File: src/rtl/core/lbps_pkg.sv
// Shared types and constants of the light blink pattern sequencer.
package lbps_pkg;

  localparam int PADDR_W   = 4;
  localparam int PDATA_W   = 32;
  localparam int FUNC_W    = 3;
  localparam int CTIME_W   = 32;
  localparam int EIDX_W    = 4;
  localparam int TVAL_W    = 31;
  localparam int COLOR_W   = 32;
  localparam int RANGE_W   = 16;
  localparam int COUNT_W   = 5;

  localparam logic [COLOR_W-1:0] BLACK_RGBA = 32'h0000_00FF;

  // Register indexes, taken from paddr[3:2]
  localparam logic [1:0] REG_LIGHT_RANGE   = 2'd0;
  localparam logic [1:0] REG_LIGHT_PRESENT = 2'd1;
  localparam logic [1:0] REG_ENTRY_COUNT   = 2'd2;

  typedef enum logic [FUNC_W-1:0] {
    FUNC_TICK         = 3'd0,
    FUNC_SWITCH_ON    = 3'd1,
    FUNC_SWITCH_OFF   = 3'd2,
    FUNC_SET_DURATION = 3'd3,
    FUNC_SET_INTERVAL = 3'd4,
    FUNC_SET_COLOR    = 3'd5
  } func_e;

  typedef struct packed {
    logic [RANGE_W-1:0] light_range;
    logic               light_present;
    logic [COUNT_W-1:0] entry_count;
  } cfg_t;

  typedef struct packed {
    func_e              func;
    logic [CTIME_W-1:0] current_time;
    logic [EIDX_W-1:0]  entry_index;
    logic               all_entries;
    logic [TVAL_W-1:0]  time_value;
    logic [COLOR_W-1:0] color_value;
  } item_t;

  typedef struct packed {
    logic               lit;
    logic [RANGE_W-1:0] range_out;
    logic [COLOR_W-1:0] color_out;
    logic               color_valid;
  } res_t;

endpackage

File: src/rtl/core/lbps_if.sv
// Valid/ready channel interfaces for items and results.
interface lbps_in_if;
  logic                         valid;
  logic                         ready;
  logic [lbps_pkg::FUNC_W-1:0]  func;
  logic [lbps_pkg::CTIME_W-1:0] current_time;
  logic [lbps_pkg::EIDX_W-1:0]  entry_index;
  logic                         all_entries;
  logic [lbps_pkg::TVAL_W-1:0]  time_value;
  logic [lbps_pkg::COLOR_W-1:0] color_value;

  modport source (
    output valid, func, current_time, entry_index, all_entries, time_value, color_value,
    input  ready
  );
  modport sink (
    input  valid, func, current_time, entry_index, all_entries, time_value, color_value,
    output ready
  );
endinterface

interface lbps_out_if;
  logic                         valid;
  logic                         ready;
  logic                         lit;
  logic [lbps_pkg::RANGE_W-1:0] range_out;
  logic [lbps_pkg::COLOR_W-1:0] color_out;
  logic                         color_valid;

  modport source (
    output valid, lit, range_out, color_out, color_valid,
    input  ready
  );
  modport sink (
    input  valid, lit, range_out, color_out, color_valid,
    output ready
  );
endinterface

File: src/rtl/core/light_blink_pattern_sequencer.sv
// Light blink pattern sequencer: input register, engine, result register, config port.
// The block takes one beat per clock cycle while its output is not stalled. An accepted
// beat waits in the input register, then the engine updates the pattern state and
// loads the result register at the same clock edge. While a result waits in the result
// register and the sink holds ready low, the input register holds its beat and the
// input stalls, whatever kind of beat is waiting. Tick beats give at most one result,
// switch and set beats none. The pattern table comes out of reset ready for use.
module light_blink_pattern_sequencer #(
  parameter int MAX_ENTRIES = 16,
  parameter int TIME_BITS   = 32
) (
  input  logic                         clk_i,
  input  logic                         rst_ni,
  input  logic                         psel,
  input  logic                         penable,
  input  logic                         pwrite,
  input  logic [lbps_pkg::PADDR_W-1:0] paddr,
  input  logic [lbps_pkg::PDATA_W-1:0] pwdata,
  output logic [lbps_pkg::PDATA_W-1:0] prdata,
  output logic                         pready,
  lbps_in_if.sink                      in_i,
  lbps_out_if.source                   out_o
);
  import lbps_pkg::*;

  cfg_t  cfg;
  item_t s1_item_q;
  logic  s1_valid_q;
  logic  can_take, advance, in_take;
  logic  res_valid;
  res_t  res;

  assign advance   = s1_valid_q && can_take;
  assign in_i.ready = !s1_valid_q || can_take;
  assign in_take   = in_i.valid && in_i.ready;

  always_ff @(posedge clk_i or negedge rst_ni) begin
    if (!rst_ni) begin
      s1_valid_q <= 1'b0;
    end else if (in_take) begin
      s1_valid_q <= 1'b1;
    end else if (advance) begin
      s1_valid_q <= 1'b0;
    end
  end

  always_ff @(posedge clk_i) begin
    if (in_take) begin
      s1_item_q.func         <= func_e'(in_i.func);
      s1_item_q.current_time <= in_i.current_time;
      s1_item_q.entry_index  <= in_i.entry_index;
      s1_item_q.all_entries  <= in_i.all_entries;
      s1_item_q.time_value   <= in_i.time_value;
      s1_item_q.color_value  <= in_i.color_value;
    end
  end

  lbps_cfg u_cfg (
    .clk_i   (clk_i),
    .rst_ni  (rst_ni),
    .psel    (psel),
    .penable (penable),
    .pwrite  (pwrite),
    .paddr   (paddr),
    .pwdata  (pwdata),
    .prdata  (prdata),
    .pready  (pready),
    .cfg_o   (cfg)
  );

  lbps_engine #(
    .MAX_ENTRIES (MAX_ENTRIES),
    .TIME_BITS   (TIME_BITS)
  ) u_engine (
    .clk_i       (clk_i),
    .rst_ni      (rst_ni),
    .fire_i      (advance),
    .item_i      (s1_item_q),
    .cfg_i       (cfg),
    .res_valid_o (res_valid),
    .res_o       (res)
  );

  lbps_result_reg u_result (
    .clk_i      (clk_i),
    .rst_ni     (rst_ni),
    .load_i     (res_valid),
    .res_i      (res),
    .can_take_o (can_take),
    .out_o      (out_o)
  );

  a_stalled_item_holds: assert property (@(posedge clk_i) disable iff (!rst_ni)
    s1_valid_q && !can_take |=> s1_valid_q && $stable(s1_item_q))
    else $error("stalled beat lost or changed");

endmodule

File: src/rtl/core/lbps_cfg.sv
// APB-style configuration registers.
module lbps_cfg (
  input  logic                           clk_i,
  input  logic                           rst_ni,
  input  logic                           psel,
  input  logic                           penable,
  input  logic                           pwrite,
  input  logic [lbps_pkg::PADDR_W-1:0]   paddr,
  input  logic [lbps_pkg::PDATA_W-1:0]   pwdata,
  output logic [lbps_pkg::PDATA_W-1:0]   prdata,
  output logic                           pready,
  output lbps_pkg::cfg_t                 cfg_o
);
  import lbps_pkg::*;

  cfg_t       cfg_q;
  logic [1:0] reg_idx;
  logic       wr_en;

  assign reg_idx = paddr[3:2];
  assign wr_en   = psel && penable && pwrite;
  assign pready  = 1'b1;
  assign cfg_o   = cfg_q;

  always_ff @(posedge clk_i or negedge rst_ni) begin
    if (!rst_ni) begin
      cfg_q.light_range   <= '0;
      cfg_q.light_present <= 1'b1;
      cfg_q.entry_count   <= COUNT_W'(1);
    end else if (wr_en) begin
      unique case (reg_idx)
        REG_LIGHT_RANGE:   cfg_q.light_range   <= pwdata[RANGE_W-1:0];
        REG_LIGHT_PRESENT: cfg_q.light_present <= pwdata[0];
        REG_ENTRY_COUNT:   cfg_q.entry_count   <= pwdata[COUNT_W-1:0];
        default: ;
      endcase
    end
  end

  always_comb begin
    unique case (reg_idx)
      REG_LIGHT_RANGE:   prdata = PDATA_W'(cfg_q.light_range);
      REG_LIGHT_PRESENT: prdata = PDATA_W'(cfg_q.light_present);
      REG_ENTRY_COUNT:   prdata = PDATA_W'(cfg_q.entry_count);
      default:           prdata = '0;
    endcase
  end

endmodule

File: src/rtl/core/lbps_engine.sv
// Pattern table, phase state and light decision for one item per cycle while fire_i is high.
module lbps_engine #(
  parameter int MAX_ENTRIES = 16,
  parameter int TIME_BITS   = 32
) (
  input  logic            clk_i,
  input  logic            rst_ni,
  input  logic            fire_i,
  input  lbps_pkg::item_t item_i,
  input  lbps_pkg::cfg_t  cfg_i,
  output logic            res_valid_o,
  output lbps_pkg::res_t  res_o
);
  import lbps_pkg::*;

  localparam int IW  = (MAX_ENTRIES > 1) ? $clog2(MAX_ENTRIES) : 1;
  localparam int NW  = $clog2(MAX_ENTRIES + 1);
  localparam int CW0 = (IW + 1 > NW) ? IW + 1 : NW;
  localparam int CW  = (CW0 > COUNT_W) ? CW0 : COUNT_W;
  localparam int PW  = (TIME_BITS < CTIME_W) ? TIME_BITS : CTIME_W;
  localparam int DW  = (PW > TVAL_W) ? PW : TVAL_W;
  localparam int SW  = DW + 2;

  logic [TVAL_W-1:0]  dur_q [MAX_ENTRIES];
  logic [TVAL_W-1:0]  int_q [MAX_ENTRIES];
  logic [COLOR_W-1:0] col_q [MAX_ENTRIES];

  logic [IW-1:0]      active_q, active_d;
  logic [PW-1:0]      start_q, start_d;
  logic               sw_q, sw_d;
  logic               lit_q, lit_d;
  logic [COLOR_W-1:0] held_q, held_d;
  logic               hv_q, hv_d;

  logic [MAX_ENTRIES-1:0] hit, dur_we, int_we, col_we;

  logic [CW-1:0]      cnt, n_eff, inc;
  logic [TVAL_W-1:0]  dur_cur, int_cur;
  logic [PW-1:0]      now, start_new;
  logic [SW-1:0]      end_sum;
  logic               ended, past;
  logic [IW-1:0]      nxt, sel;
  logic [COLOR_W-1:0] col;
  logic               do_light, do_dim;

  assign cnt   = CW'(cfg_i.entry_count);
  assign n_eff = (cnt == '0) ? CW'(1) :
                 (cnt > CW'(MAX_ENTRIES)) ? CW'(MAX_ENTRIES) : cnt;

  always_comb begin
    for (int i = 0; i < MAX_ENTRIES; i++) begin
      if (item_i.all_entries) begin
        hit[i] = CW'(i) < n_eff;
      end else begin
        hit[i] = (CW'(item_i.entry_index) == CW'(i)) && (CW'(item_i.entry_index) < n_eff);
      end
    end
  end

  always_comb begin
    dur_cur   = dur_q[active_q];
    int_cur   = int_q[active_q];
    now       = item_i.current_time[PW-1:0];
    end_sum   = SW'(start_q) + SW'(dur_cur) + SW'(int_cur);
    ended     = (now < start_q) || (end_sum <= SW'(now));
    inc       = CW'(active_q) + CW'(1);
    nxt       = (inc >= n_eff) ? '0 : inc[IW-1:0];
    sel       = ended ? nxt : active_q;
    start_new = ended ? now : start_q;
    // a fresh phase is never past its duration
    past      = !ended && (DW'(now - start_q) > DW'(dur_cur));
    col       = col_q[sel];

    active_d = active_q;
    start_d  = start_q;
    sw_d     = sw_q;
    lit_d    = lit_q;
    held_d   = held_q;
    hv_d     = hv_q;
    dur_we   = '0;
    int_we   = '0;
    col_we   = '0;
    do_light = 1'b0;
    do_dim   = 1'b0;

    if (fire_i) begin
      case (item_i.func) inside
        FUNC_TICK: begin
          active_d = sel;
          start_d  = start_new;
          if (sw_q) begin
            if (past) begin
              do_dim = lit_q;
            end else if ((n_eff > CW'(1)) && (start_new == now)) begin
              do_light = 1'b1;
            end else begin
              do_light = !lit_q;
            end
          end else begin
            do_dim = lit_q;
          end
        end
        FUNC_SWITCH_ON:    sw_d   = 1'b1;
        FUNC_SWITCH_OFF:   sw_d   = 1'b0;
        FUNC_SET_DURATION: dur_we = hit;
        FUNC_SET_INTERVAL: int_we = hit;
        FUNC_SET_COLOR:    col_we = hit;
        default: ;
      endcase
    end

    if (do_light) begin
      lit_d = 1'b1;
      // black keeps the last real color
      if (col != BLACK_RGBA) begin
        held_d = col;
        hv_d   = 1'b1;
      end
    end
    if (do_dim) begin
      lit_d = 1'b0;
    end

    res_valid_o       = (do_light || do_dim) && cfg_i.light_present;
    res_o.lit         = do_light;
    res_o.range_out   = do_light ? cfg_i.light_range : '0;
    res_o.color_out   = held_d;
    res_o.color_valid = hv_d;
  end

  always_ff @(posedge clk_i or negedge rst_ni) begin
    if (!rst_ni) begin
      active_q <= '0;
      start_q  <= '0;
      sw_q     <= 1'b1;
      lit_q    <= 1'b1;
      held_q   <= '0;
      hv_q     <= 1'b0;
    end else begin
      active_q <= active_d;
      start_q  <= start_d;
      sw_q     <= sw_d;
      lit_q    <= lit_d;
      held_q   <= held_d;
      hv_q     <= hv_d;
    end
  end

  always_ff @(posedge clk_i or negedge rst_ni) begin
    if (!rst_ni) begin
      for (int i = 0; i < MAX_ENTRIES; i++) begin
        dur_q[i] <= '0;
        int_q[i] <= '0;
        col_q[i] <= BLACK_RGBA;
      end
    end else begin
      for (int i = 0; i < MAX_ENTRIES; i++) begin
        if (dur_we[i]) dur_q[i] <= item_i.time_value;
        if (int_we[i]) int_q[i] <= item_i.time_value;
        if (col_we[i]) col_q[i] <= item_i.color_value;
      end
    end
  end

  a_held_valid_sticky: assert property (@(posedge clk_i) disable iff (!rst_ni)
    $past(hv_q) |-> hv_q)
    else $error("held color valid dropped");

  a_no_result_without_light: assert property (@(posedge clk_i) disable iff (!rst_ni)
    res_valid_o |-> fire_i && (item_i.func == FUNC_TICK) && cfg_i.light_present)
    else $error("result from a non-tick item or absent light");

endmodule

File: src/rtl/core/lbps_result_reg.sv
// Output register holding one result beat until it is taken.
module lbps_result_reg (
  input  logic               clk_i,
  input  logic               rst_ni,
  input  logic               load_i,
  input  lbps_pkg::res_t     res_i,
  output logic               can_take_o,
  lbps_out_if.source         out_o
);
  import lbps_pkg::*;

  logic valid_q;
  res_t res_q;

  assign can_take_o        = !valid_q || out_o.ready;
  assign out_o.valid       = valid_q;
  assign out_o.lit         = res_q.lit;
  assign out_o.range_out   = res_q.range_out;
  assign out_o.color_out   = res_q.color_out;
  assign out_o.color_valid = res_q.color_valid;

  always_ff @(posedge clk_i or negedge rst_ni) begin
    if (!rst_ni) begin
      valid_q <= 1'b0;
    end else if (can_take_o) begin
      valid_q <= load_i;
    end
  end

  always_ff @(posedge clk_i) begin
    if (can_take_o && load_i) begin
      res_q <= res_i;
    end
  end

  a_dim_range_zero: assert property (@(posedge clk_i) disable iff (!rst_ni)
    valid_q && !res_q.lit |-> res_q.range_out == '0)
    else $error("dimmed beat carries a range");

  a_no_color_before_valid: assert property (@(posedge clk_i) disable iff (!rst_ni)
    valid_q && !res_q.color_valid |-> res_q.color_out == '0)
    else $error("color reported before any was applied");

endmodule
File: src/flat_wrapper.sv
// flat-port wrapper written by rule: the top's interface ports become plain ports
module light_blink_pattern_sequencer_flat import lbps_pkg::*;
#(
  parameter int MAX_ENTRIES = 16,
  parameter int TIME_BITS   = 32
)
  (clk_i, rst_ni, psel, penable, pwrite, paddr, pwdata, prdata, pready, in_i_valid, in_i_func, in_i_current_time, in_i_entry_index, in_i_all_entries, in_i_time_value, in_i_color_value, in_i_ready, out_o_valid, out_o_lit, out_o_range_out, out_o_color_out, out_o_color_valid, out_o_ready);
  lbps_in_if in_i_i ();
  lbps_out_if out_o_i ();
  input  logic clk_i;
  input  logic rst_ni;
  input  logic psel;
  input  logic penable;
  input  logic pwrite;
  input  logic [lbps_pkg::PADDR_W-1:0] paddr;
  input  logic [lbps_pkg::PDATA_W-1:0] pwdata;
  output logic [lbps_pkg::PDATA_W-1:0] prdata;
  output logic pready;
  input wire logic [$bits(in_i_i.valid)-1:0] in_i_valid;
  input wire logic [$bits(in_i_i.func)-1:0] in_i_func;
  input wire logic [$bits(in_i_i.current_time)-1:0] in_i_current_time;
  input wire logic [$bits(in_i_i.entry_index)-1:0] in_i_entry_index;
  input wire logic [$bits(in_i_i.all_entries)-1:0] in_i_all_entries;
  input wire logic [$bits(in_i_i.time_value)-1:0] in_i_time_value;
  input wire logic [$bits(in_i_i.color_value)-1:0] in_i_color_value;
  output wire logic [$bits(in_i_i.ready)-1:0] in_i_ready;
  output wire logic [$bits(out_o_i.valid)-1:0] out_o_valid;
  output wire logic [$bits(out_o_i.lit)-1:0] out_o_lit;
  output wire logic [$bits(out_o_i.range_out)-1:0] out_o_range_out;
  output wire logic [$bits(out_o_i.color_out)-1:0] out_o_color_out;
  output wire logic [$bits(out_o_i.color_valid)-1:0] out_o_color_valid;
  input wire logic [$bits(out_o_i.ready)-1:0] out_o_ready;
  assign in_i_i.valid = in_i_valid;
  assign in_i_i.func = in_i_func;
  assign in_i_i.current_time = in_i_current_time;
  assign in_i_i.entry_index = in_i_entry_index;
  assign in_i_i.all_entries = in_i_all_entries;
  assign in_i_i.time_value = in_i_time_value;
  assign in_i_i.color_value = in_i_color_value;
  assign in_i_ready = in_i_i.ready;
  assign out_o_valid = out_o_i.valid;
  assign out_o_lit = out_o_i.lit;
  assign out_o_range_out = out_o_i.range_out;
  assign out_o_color_out = out_o_i.color_out;
  assign out_o_color_valid = out_o_i.color_valid;
  assign out_o_i.ready = out_o_ready;
  light_blink_pattern_sequencer #(.MAX_ENTRIES(MAX_ENTRIES), .TIME_BITS(TIME_BITS)) u_core (.clk_i(clk_i), .rst_ni(rst_ni), .psel(psel), .penable(penable), .pwrite(pwrite), .paddr(paddr), .pwdata(pwdata), .prdata(prdata), .pready(pready), .in_i(in_i_i), .out_o(out_o_i));
endmodule
File: config.mk
export PLATFORM = sky130hd
export DESIGN_NAME = light_blink_pattern_sequencer_flat
export DESIGN_NICKNAME = d
export VERILOG_FILES = /design/src/rtl/core/lbps_pkg.sv /design/src/rtl/core/lbps_if.sv /design/src/rtl/core/light_blink_pattern_sequencer.sv /design/src/rtl/core/lbps_cfg.sv /design/src/rtl/core/lbps_engine.sv /design/src/rtl/core/lbps_result_reg.sv /design/src/flat_wrapper.sv
export SDC_FILE = /design/constraint.sdc
export NUM_CORES = 2
export LEC_CHECK = 0
export ABC_CLOCK_PERIOD_IN_PS = 14400
export BUFFER_PORTS_ARGS = -buffer_cell sky130_fd_sc_hd__buf_2
export CAP_MARGIN = 25
export CORE_MARGIN = 5
export CORE_UTILIZATION = 50
export DETAILED_ROUTE_END_ITERATION = 8
export MAX_ROUTING_LAYER = met4
export PLACE_DENSITY = 0.65
export SYNTH_ARGS = -nofsm -noshare
export SYNTH_HDL_FRONTEND = slang
export SYNTH_SLANG_ARGS = --single-unit
export TNS_END_PERCENT = 100
File: constraint.sdc
create_clock -name clk_i -period 14.4 [get_ports clk_i]
set_clock_uncertainty 0.1 [all_clocks]
set_input_delay 1.44 -clock clk_i [delete_from_list [all_inputs] [get_ports clk_i]]
set_output_delay 1.44 -clock clk_i [all_outputs]
set_load 0.005 [all_outputs]
==> impl_metrics.toml <==
[outcome]
status = "finished clean"

[clock_tree]
cts.sinks = 1752
holdBufCountCts = 0
cts_root_buffer = "clkbuf_16"
cts_tree = "yes"
post_cts_buffers = 0
insertion_delay_ns = 0.85
post_cts_resized = 0
numCtsBuffers = 183
path_clk_slew_ns = 0.06
cts_max_level = 4
clk_path_buf_depth = 3

[synthesis]
synthTopCellsByArea = "dfrtp_1 43%, mux2_2 20%, edfxtp_1 5.4%"
ys_types = 84
netlist_instances = 6448
yosys.area.top_type = "dfrtp_1"
ys_seq_area_share_pct = 53.0
synth-edff-count = 153
synth_ff_type = "dfrtp_1"
async_flop_share_pct = 91.3
yosys_register_bits = 1752
synth.top_cell.area_share_pct = 43.5
syn_area_sq_um = 84500
syn_area_per_cell_sq_um = 13.1
synth_warnings = 0

[detailed_routing]
drt-pass1-iter-count = 7
routed_wl_um = 240000
via_per_inst = 6.19
wl_per_cell_um = 27.3
vias = 54500
drt_iter0_drc = 4616
detail-route-antenna-nets = 0
remaining_drc_errors = 0

[global_routing]
grt_max_degree = 176
use_met1_pct = 38.2
grt_pass1_wl_um = 361000
top_usage_layer = "met2"
met2_usage_pct = 41.8
antenna_found_initial = 8
grt-ovfl-total = 0
grt_use_total_pct = 27.5
use_met3_pct = 4.75
grt_pass1_vias = 55300

[critical_path]
max_stage_delay_ns = 1.03
cp_data_required_time_ns = 14.87
crit_buf_inv = 6
crit_type = "reg -> reg"
cp-start-kind = "flop"
endpoint_kind = "flop"
cp_slowest_cell = "dfrtp_4"
crit_fanout = 47
critPathArrivalTime_ns = 13.63
crit_family = "compound AO/OA/AOI/OAI gates"
cp_common_cell = "buf_4"

[sta]
fin_hold_ws_ns = 0.372
maxSlewHeadroom_pct = 22.1
fin_crit_sh_pct = 91.4
rsz0062_at_grt = "no"
slew_violations = 0
setup_slack_ns = 1.24
min_period_ns = 13.16
setup_viol = 0
tightest_slew_ns = 1.17
clock.fmax_mhz = 76.0
tns_ns = 0
hold_viol = 0

[final_layout]
num-nets-final = 6762
num-fill-cells = 13700
multi_input_area_sq_um = 37300
area_delta_synth_final_pct = 11.5
final_design_area_no_fill_sq_um = 94200
drive_gt1_share_pct = 38.1
seqCellArea_sq_um = 44800

[placement]
hpwl_um = 144000
placed_cell_area_sq_um = 87700
io_buffers = 195
dp_slack_ns = 1.35
place.gp.congestion = 0.887

[floorplanning]
floorplan.initialDensity_pct = 50.4
design.die.area_sq_um = 177000
ios = 231
chipWidth_um = 421
rows = 150
fp.coreArea_sq_um = 168000
die_h_um = 421

[run]
maxCapViolCount = 0

[hold_path]
hold_path_class = "reg -> reg"
==> registers in the layout (all words and copies together), names as in the netlist, 4 cells and up <==
signal                           cells
u_core.s1_item_q                   103
u_core.u_engine.start_q             32
u_core.u_engine.held_q              32
u_core.u_engine.active_q             4
u_core.u_engine.dur_q              496
u_core.u_engine.col_q              512
u_core.u_engine.int_q              496
u_core.u_result.out_o.range_out     16
u_core.u_result.out_o.color_out     32
u_core.u_cfg.cfg_o                  22
==> path summary, 6_finish.rpt <==
check / slack (ns) / endpoint / from / cells past startpoint
hold / removal: 0.37 / u_core.u_engine.hv_q$_DFF_PN0_ / u_core.u_engine.hv_q$_DFF_PN0_ / 1
max in group asynchronous: 10.85 / u_core.u_engine.int_q[144]$_DFFE_PN0P_ / rst_ni / 4
min in group asynchronous: 0.45 / u_core.u_cfg.cfg_o[17]$_DFFE_PN0P_ / rst_ni / 1
setup / recovery: 1.24 / u_core.u_result.out_o.color_out[10]$_DFFE_PP_ / u_core.u_engine.active_q[0]$_DFFE_PN0P_ / 42
setup reg to reg: 1.24 / u_core.u_result.out_o.color_out[10]$_DFFE_PP_ / u_core.u_engine.active_q[0]$_DFFE_PN0P_ / 42
hold reg to reg: 0.37 / u_core.u_engine.hv_q$_DFF_PN0_ / u_core.u_engine.hv_q$_DFF_PN0_ / 1
==> final cells by class <==
cell class / count / share of cell area (%)
Timing Repair Buffer: 360 / 2.80
Clock inverter: 70 / 1.07
Clock buffer: 266 / 5.56
Sequential cell: 1752 / 47.5
Inverter: 131 / 0.523
Tap cell: 2204 / 2.93
Multi-Input combinational cell: 4020 / 39.6
Antenna cell: 4 / 0.0106
==> routing by layer <==
| metal | wire length, um | part of all wire [%] |
|---|---|---|
| met5 | 0 | 0 |
| met4 | 7270 | 3.0 |
| met3 | 15500 | 6.4 |
| met2 | 110000 | 46 |
| met1 | 108000 | 45 |
==> cells by family (layout without fill, tap and decap cells) <==
logic type	Yosys count	after routing	share of synthesized area (%)
adder cells (fa/ha/maj)	168	168	2.78
XOR/XNOR	78	78	0.809
AND/OR/NAND/NOR	899	899	5.16
multiplexers	1939	1939	27.1
flip-flops	1752	1752	53.0
AO/OA/AOI/OAI	919	919	7.86
other	2	21	0.00889
buffers and inverters	691	827	3.25
==> layout by cell type, fill, tap and decap left out, drive strengths merged, types with 27 or more instances in the layout <==
| cell type | count |
|---|---|
| clkbuf | 266 |
| a22oi | 57 |
| a211oi | 116 |
| xnor2 | 38 |
| buf | 360 |
| mux4 | 124 |
| o21ai | 184 |
| a21oi | 99 |
| nor3 | 31 |
| and2 | 89 |
| nand4 | 27 |
| xor2 | 40 |
| inv | 139 |
| nand2 | 401 |
| mux2i | 270 |
| a221oi | 140 |
| fa | 33 |
| nor2 | 107 |
| and3 | 105 |
| a21o | 36 |
| dfstp | 132 |
| mux2 | 1545 |
| edfxtp | 153 |
| nand3 | 35 |
| clkinv | 42 |
| ha | 135 |
| dfrtp | 1467 |
| a311oi | 84 |
==> per-stage QoR <==
step                cells  util (%)
finish               8807      56.2
detailed placement   8459      52.4
CTS                  8795      56.1
global placement     8458      52.3
global route         8805      56.2
floorplan            6463         -
==> synthesized netlist by cell type, types with 15 or more instances <==
master    number
nand3_1       33
or4_1         22
a211oi_1     115
fa_1          33
o221ai_1      24
a221o_1       15
o21a_1        18
clkbuf_1     344
inv_1        130
a21o_1        36
a311oi_1      84
nand2_1      399
nand4_1       27
nor2_1       105
xnor2_1       38
mux4_2       124
o21ai_0      181
xor2_1        40
dfrtp_1     1467
a21oi_1       99
and2_1        89
dfstp_2      132
nor4_1        20
a221oi_1     140
edfxtp_1     153
and3_1       105
ha_1         135
nor2b_1       15
a22o_1        20
mux2i_1      270
o22ai_1       20
mux2_2      1524
buf_4         21
buf_2         42
a22oi_1       57
nor3_1        31
nand2b_1      22
mux2_1        21
buf_1        150
==> worst reg2reg max path, delay by kind of cell (launching register included) <==
kind,cells,cell delay [ns]
compound gates,22,5.09
simple gates,8,2.91
buf+inv,6,1.75
fa+ha+maj,3,1.27
flops,1,1.03
mux,2,0.61
xor+xnor,1,0.17
Power is not shown: default switching activity piles up to over one toggle a cycle in this logic, so the estimate is an artifact.
